$ cat config.mk
export PLATFORM = sky130hd
export DESIGN_NAME = led_matrix_row_frame_generator
export DESIGN_NICKNAME = d
export VERILOG_FILES = /design/src/sv/lmr_pkg.sv /design/src/sv/lmr_ctrl.sv /design/src/sv/lmr_datapath.sv /design/src/sv/led_matrix_row_frame_generator.sv
export SDC_FILE = /design/constraint.sdc
export NUM_CORES = 1
export LEC_CHECK = 0
export ABC_AREA = 1
export BUFFER_PORTS_ARGS = -buffer_cell sky130_fd_sc_hd__buf_2
export CAP_MARGIN = 5
export CORE_ASPECT_RATIO = 1.2
export CORE_MARGIN = 2
export CORE_UTILIZATION = 64
export CTS_BUF_LIST = sky130_fd_sc_hd__clkbuf_8
export CTS_CLUSTER_SIZE = 10
export DETAILED_ROUTE_END_ITERATION = 6
export HOLD_SLACK_MARGIN = 0.12
export PLACE_DENSITY_LB_ADDON = 0.15
export RECOVER_POWER = 50
export SYNTH_ARGS = -nofsm -noshare
export SYNTH_HDL_FRONTEND = slang
export SYNTH_SLANG_ARGS = --single-unit
$ cat constraint.sdc
create_clock -name clk -period 10.08 [get_ports clk]
set_input_delay 1.008 -clock clk [delete_from_list [all_inputs] [get_ports clk]]
set_output_delay 1.008 -clock clk [all_outputs]
set_load 0.02 [all_outputs]
$ cat src/sv/lmr_pkg.sv
// ----------------------------------------------------------------------------
// lmr_pkg
// Shared constants, function codes and command/status types for the LED
// matrix row frame generator.
// ----------------------------------------------------------------------------
package lmr_pkg;

  localparam int DEVICE_COUNT = 4;
  localparam int COL_COUNT    = DEVICE_COUNT * 8;
  localparam int DEV_W        = (DEVICE_COUNT > 1) ? $clog2(DEVICE_COUNT) : 1;
  localparam int FRAME_W      = 16;
  localparam int WORD_W       = 64;
  localparam int SLOT_COUNT   = WORD_W / FRAME_W;
  localparam int ROW_W        = 6;

  localparam logic [1:0] FUNC_LOAD  = 2'd0;
  localparam logic [1:0] FUNC_SHIFT = 2'd1;
  localparam logic [1:0] FUNC_CLEAR = 2'd2;
  localparam logic [1:0] FUNC_BCAST = 2'd3;

  typedef struct packed {
    logic load;
    logic shift;
    logic clear;
    logic bcast;
    logic emit;
  } cmd_t;

  typedef struct packed {
    logic last_row;
  } status_t;

endpackage

$ cat src/sv/lmr_ctrl.sv
// ----------------------------------------------------------------------------
// lmr_ctrl
// Controller: accepts items, sequences the refresh walk and owns the
// result valid flag.
// ----------------------------------------------------------------------------
module lmr_ctrl (
  input  logic            clk,
  input  logic            rst,
  input  logic            item_valid,
  output logic            item_ready,
  input  logic [1:0]      func,
  output logic            result_valid,
  input  logic            result_ready,
  output lmr_pkg::cmd_t   cmd,
  input  lmr_pkg::status_t status
);
  import lmr_pkg::*;

  localparam logic ST_IDLE    = 1'b0;
  localparam logic ST_REFRESH = 1'b1;

  logic state;
  logic state_next;
  logic result_valid_next;
  logic slot_free;
  logic accept;

  assign slot_free  = !result_valid || result_ready;
  assign item_ready = (state == ST_IDLE) && slot_free;
  assign accept     = item_valid && item_ready;

  always_comb begin
    cmd       = '0;
    cmd.emit  = (state == ST_REFRESH) && slot_free;
    if (accept) begin
      unique case (func)
        FUNC_LOAD:  cmd.load  = 1'b1;
        FUNC_SHIFT: cmd.shift = 1'b1;
        FUNC_CLEAR: cmd.clear = 1'b1;
        FUNC_BCAST: cmd.bcast = 1'b1;
        default:    cmd.bcast = 1'b0;
      endcase
    end
  end

  always_comb begin
    state_next = state;
    unique case (state)
      ST_IDLE: begin
        if (cmd.load || cmd.shift || cmd.clear) begin
          state_next = ST_REFRESH;
        end
      end
      ST_REFRESH: begin
        if (cmd.emit && status.last_row) begin
          state_next = ST_IDLE;
        end
      end
      default: state_next = ST_IDLE;
    endcase
  end

  always_comb begin
    result_valid_next = result_valid;
    if (cmd.emit || cmd.bcast) begin
      result_valid_next = 1'b1;
    end else if (result_ready) begin
      result_valid_next = 1'b0;
    end
  end

  always_ff @(posedge clk) begin
    if (rst) begin
      state        <= ST_IDLE;
      result_valid <= 1'b0;
    end else begin
      state        <= state_next;
      result_valid <= result_valid_next;
    end
  end

endmodule

$ cat src/sv/lmr_datapath.sv
// ----------------------------------------------------------------------------
// lmr_datapath
// Datapath: column store, row counters, row transpose and the output
// register for chain words.
// ----------------------------------------------------------------------------
module lmr_datapath (
  input  logic                        clk,
  input  logic                        rst,
  input  lmr_pkg::cmd_t               cmd,
  output lmr_pkg::status_t            status,
  input  logic [7:0]                  column_bits,
  input  logic [3:0]                  cmd_addr,
  input  logic [7:0]                  cmd_data,
  output logic [lmr_pkg::WORD_W-1:0]  chain_word,
  output logic [lmr_pkg::ROW_W-1:0]   row_number,
  output logic                        last
);
  import lmr_pkg::*;

  logic [7:0]         col [COL_COUNT];
  logic [2:0]         row_sel;
  logic [DEV_W-1:0]   dev;
  logic               dev_last;
  logic               start;
  logic [7:0]         row_byte;
  logic [FRAME_W-1:0] row_frame;
  logic [FRAME_W-1:0] bcast_frame;
  logic [WORD_W-1:0]  row_word;
  logic [WORD_W-1:0]  bcast_word;
  logic [ROW_W-1:0]   row_num;

  assign start           = cmd.load || cmd.shift || cmd.clear;
  assign dev_last        = (int'(dev) == DEVICE_COUNT - 1);
  assign status.last_row = dev_last && (row_sel == 3'd7);

  always_comb begin
    for (int k = 0; k < 8; k++) begin
      row_byte[7-k] = col[k][row_sel];
    end
  end

  assign row_frame   = {4'd0, 4'({1'b0, row_sel} + 4'd1), row_byte};
  assign bcast_frame = {4'd0, cmd_addr, cmd_data};
  assign row_num     = ROW_W'({dev, row_sel}) + ROW_W'(1);

  always_comb begin
    for (int p = 0; p < SLOT_COUNT; p++) begin
      row_word[p*FRAME_W +: FRAME_W]   = (p < DEVICE_COUNT && int'(dev) == p) ?
                                         row_frame : '0;
      bcast_word[p*FRAME_W +: FRAME_W] = (p < DEVICE_COUNT) ? bcast_frame : '0;
    end
  end

  always_ff @(posedge clk) begin
    if (rst) begin
      for (int i = 0; i < COL_COUNT; i++) begin
        col[i] <= '0;
      end
    end else if (cmd.clear) begin
      for (int i = 0; i < COL_COUNT; i++) begin
        col[i] <= '0;
      end
    end else if (cmd.load) begin
      col[0] <= column_bits;
    end else if (cmd.shift) begin
      for (int i = 1; i < COL_COUNT; i++) begin
        col[i] <= col[i-1];
      end
      col[0] <= '0;
    end else if (cmd.emit && row_sel == 3'd7) begin
      // rotate the next device's columns into the low eight places
      for (int i = 0; i < COL_COUNT; i++) begin
        col[i] <= col[(i + 8) % COL_COUNT];
      end
    end
  end

  always_ff @(posedge clk) begin
    if (rst) begin
      row_sel <= '0;
      dev     <= '0;
    end else if (start) begin
      row_sel <= '0;
      dev     <= '0;
    end else if (cmd.emit) begin
      row_sel <= row_sel + 3'd1;
      if (row_sel == 3'd7) begin
        dev <= dev_last ? '0 : dev + DEV_W'(1);
      end
    end
  end

  always_ff @(posedge clk) begin
    if (cmd.bcast) begin
      chain_word <= bcast_word;
      row_number <= '0;
      last       <= 1'b1;
    end else if (cmd.emit) begin
      chain_word <= row_word;
      row_number <= row_num;
      last       <= status.last_row;
    end
  end

endmodule

$ cat src/sv/led_matrix_row_frame_generator.sv
// ----------------------------------------------------------------------------
// led_matrix_row_frame_generator
// Column store and row frame generator for a chain of cascaded 8x8 LED
// matrix drivers.
// ----------------------------------------------------------------------------
// Load, shift and clear items update the column store in the accept cycle
// and then emit one chain word per display row, DEVICE_COUNT*8 beats with
// last on the final one; the walk produces at most one beat per cycle. A
// broadcast item produces a single beat with row_number 0. The next item
// is accepted once the final beat of the previous one sits in the output
// register and that register is free to reload.
module led_matrix_row_frame_generator (
  input  logic                        clk,
  input  logic                        rst,
  input  logic                        item_valid,
  output logic                        item_ready,
  input  logic [1:0]                  func,
  input  logic [7:0]                  column_bits,
  input  logic [3:0]                  cmd_addr,
  input  logic [7:0]                  cmd_data,
  output logic                        result_valid,
  input  logic                        result_ready,
  output logic [lmr_pkg::WORD_W-1:0]  chain_word,
  output logic [lmr_pkg::ROW_W-1:0]   row_number,
  output logic                        last
);
  import lmr_pkg::*;

  cmd_t    cmd;
  status_t status;

  lmr_ctrl u_ctrl (
    .clk          (clk),
    .rst          (rst),
    .item_valid   (item_valid),
    .item_ready   (item_ready),
    .func         (func),
    .result_valid (result_valid),
    .result_ready (result_ready),
    .cmd          (cmd),
    .status       (status)
  );

  lmr_datapath u_datapath (
    .clk         (clk),
    .rst         (rst),
    .cmd         (cmd),
    .status      (status),
    .column_bits (column_bits),
    .cmd_addr    (cmd_addr),
    .cmd_data    (cmd_data),
    .chain_word  (chain_word),
    .row_number  (row_number),
    .last        (last)
  );

endmodule

==> impl_metrics.toml <==
[grt]
grt_busiest_layer = "met2"
grt_util_met1 = 0.374
grt_pass1_wl_um = 51000
track_usage = 0.264
met3_usage = 0.0448
antenna_found_initial = 0
grt_pass1_vias = 10000
use_met2 = 0.422
grt-ovfl-total = 0
grt_max_degree = 249

[cells_and_area]
drive_above_1_share = 0.0544
stdcell_area_um2 = 15900
antenna_cells = 0
area_delta_synth_final_pct = 6.35
nFillCells = 1894
nets = 1652

[pwr]
p_switching_mw = 0.692
pwr-share-comb = 0.075
p_total_mw = 2.74
power_frac_seq = 0.588
vdd_ir_drop_max_mv = 0.0951
p_leak_nw = 7.21
cellPowerDensity_nw_per_um2 = 172
swShare = 0.253
internal-power_mw = 2.04
power_frac_clock = 0.337

[sta]
max_slew_margin = -2.16
report.final.slew_viol_count = 435
fin_worst_skew_ns = 0.0264
hold_slack_ns = 0.483
fmax_ghz = 0.192
tns_ns = 0
finalHoldViolations = 0
setup_viol = 0
min_period_over_period = 0.517
worst_pin_slew_ns = 4.74
rsz0062_at_grt = "no"
min_period_ns = 5.21

[synth]
synthCells = 1574
synth_top_area_cell = "edfxtp_1"
avgSynthCellArea_um2 = 9.51
synth_area_um2 = 15000
synth.area.top_cells = "edfxtp_1 61%, nand2_1 17%, nand3_1 11%"
synth-seq-cells = 318
seq_area_frac_synth = 0.628
synth_warnings = 0
synth_cell_types = 26
yosys.area.top_type_share = 0.610

[placed_design]
portBuffers = 82
dpl_cell_area_um2 = 15300
place_congestion = 0.816
dp_hpwl_um = 19400

[cts]
hold_buffers = 0
clk_pin_slew_worst_paths_ns = 0.06
clkSinkCount = 318
clock-root-buffer = "clkbuf_8"
cts_setup_buffers = 0
insertion_delay_ns = 0.57
cts_buffers = 49
cts_resized = 0
cts_tree = "built"
clock_path_buffers = 3
htree_levels = 2

[setup_path]
critPathArrivalTime_ns = 5.60
cp_top_family = "buffers and inverters"
start_kind = "input pin"
end_kind = "flip-flop"
cp.required_ns = 10.46
critPathMaxFanout = 248
cpPeakStageDelay_ns = 3.25
setup.worst_path.class = "in2reg"
crit_buf_inv = 3
path_cells = "buf_2 -> inv_1 -> nand2_1 -> nand3_1 -> nor3_4 -> clkbuf_2 -> nand3_1 -> nand2_1"
slowest_stage = "clkbuf_2"

[die]
die_y_um = 172
dieArea_um2 = 24600
io_pins = 99
rows = 61
initial_core_util = 0.650
die_w_um = 144
coreArea_um2 = 23000

[detailed_routing]
drt-pass1-iter-count = 7
wirelength_um = 32600
wl_per_cell_um = 16.6
ant_nets = 0
vias_per_cell = 5.64
drc = 6
vias = 11100
drt_first_iter_violations = 1084

[outcome]
violations = "design-rule violations, max-capacitance violations, max-slew violations"
status = "finished, violations left"

[hold_path]
min_path_type = "reg2reg"

[run]
cap_violations = 5
-- synthesized netlist by cell type --
library cell,n
o21ai_0,19
nor3_2,1
nor2_4,1
nand3_1,333
dfxtp_1,14
inv_2,4
nor2_1,8
xor2_1,1
buf_2,57
a21oi_1,9
buf_4,28
ha_1,6
clkbuf_1,11
buf_1,4
nand2_4,1
conb_1,1
inv_1,86
nand2_2,1
nand3b_1,1
nand3_4,1
nor3_4,1
buf_6,12
nand2_1,668
edfxtp_1,304
nor2_2,1
nor2_8,1
-- stage by stage --
| step | utilization | setup WS, ns | cells |
|---|---|---|---|
| 5_1_grt | 0.691 | 4.34 | 1968 |
| 3_5_place_dp | 0.662 | 5.72 | 1884 |
| 3_3_place_gp | 0.662 | 5.69 | 1884 |
| 6_report | 0.691 | 4.87 | 1968 |
| 2_1_floorplan | - | 5.51 | 1589 |
| 4_1_cts | 0.697 | 6.11 | 1968 |
-- worst min-delay path, stage by stage, from the launching register on --
cell	delay (ns)
dfxtp_1	0.32
nand2_1	0.06
a21oi_1	0.05
-- area by class of cell --
class / count / area [um^2] / area share
Clock buffer: 49 / 674 / 0.0424
Clock inverter: 35 / 134 / 0.00841
Inverter: 90 / 343 / 0.0215
Multi-Input combinational cell: 1069 / 4560 / 0.287
Sequential cell: 318 / 9410 / 0.591
Tap cell: 315 / 394 / 0.0248
Timing Repair Buffer: 92 / 404 / 0.0254
-- registers in the layout (all words and copies together) (netlist names) --
register,flops
u_ctrl.result_valid,1
u_ctrl.state,1
u_datapath.chain_word,48
u_datapath.col,256
u_datapath.dev,2
u_datapath.last,1
u_datapath.row_number,6
u_datapath.row_sel,3
-- layout by cell type (no fill, tap or decap), types with 11 or more instances in the layout --
cell      count
nand2_1     669
clkbuf_1     59
clkinv_1     11
edfxtp_1    304
conb_1       16
clkbuf_8     49
inv_1       110
dfxtp_1      14
o21ai_0      19
buf_2        25
nand3_1     334
-- power groups by stage --
stage | logic (mW) | registers, mW | clock network, mW
finish | 0.205 | 1.61 | 0.922
global route | 0.226 | 1.62 | 0.989
CTS | 0.211 | 1.61 | 0.939
detailed placement | 0.211 | 1.63 | 0
global placement | 0.208 | 1.63 | 0
floorplan | 0.125 | 1.65 | 0
-- layer usage --
metal,share of wire,vias up
met1,0.42,5279
met3,0.079,71
met5,0,-
li1,-,5318
met4,0.026,0
met2,0.47,436
-- path summary, 6_finish.rpt --
path,startpoint,end,slack (ns),depth (start not counted)
setup / recovery,result_ready,u_datapath.col[19][3]$_DFFE_PP_,4.87,8
hold / removal,u_datapath.row_number[5]$_SDFFE_PP0P_,u_datapath.row_number[5]$_SDFFE_PP0P_,0.48,2
setup reg to reg,u_ctrl.result_valid$_SDFFE_PP0P_,u_datapath.col[19][3]$_DFFE_PP_,5.11,6
hold reg to reg,u_datapath.row_number[5]$_SDFFE_PP0P_,u_datapath.row_number[5]$_SDFFE_PP0P_,0.48,2
-- kinds of logic after synthesis --
kind of cell,after synthesis,share of synthesized area
AND/OR/NAND/NOR,1018,0.288
flip-flops,318,0.628
buffers and inverters,202,0.0684
AO/OA/AOI/OAI,28,0.00936
adder cells (fa/ha/maj),6,0.00501
XOR/XNOR,1,0.000585
other,1,0.000250
No activity file was read; power rests on OpenSTA's default activity.
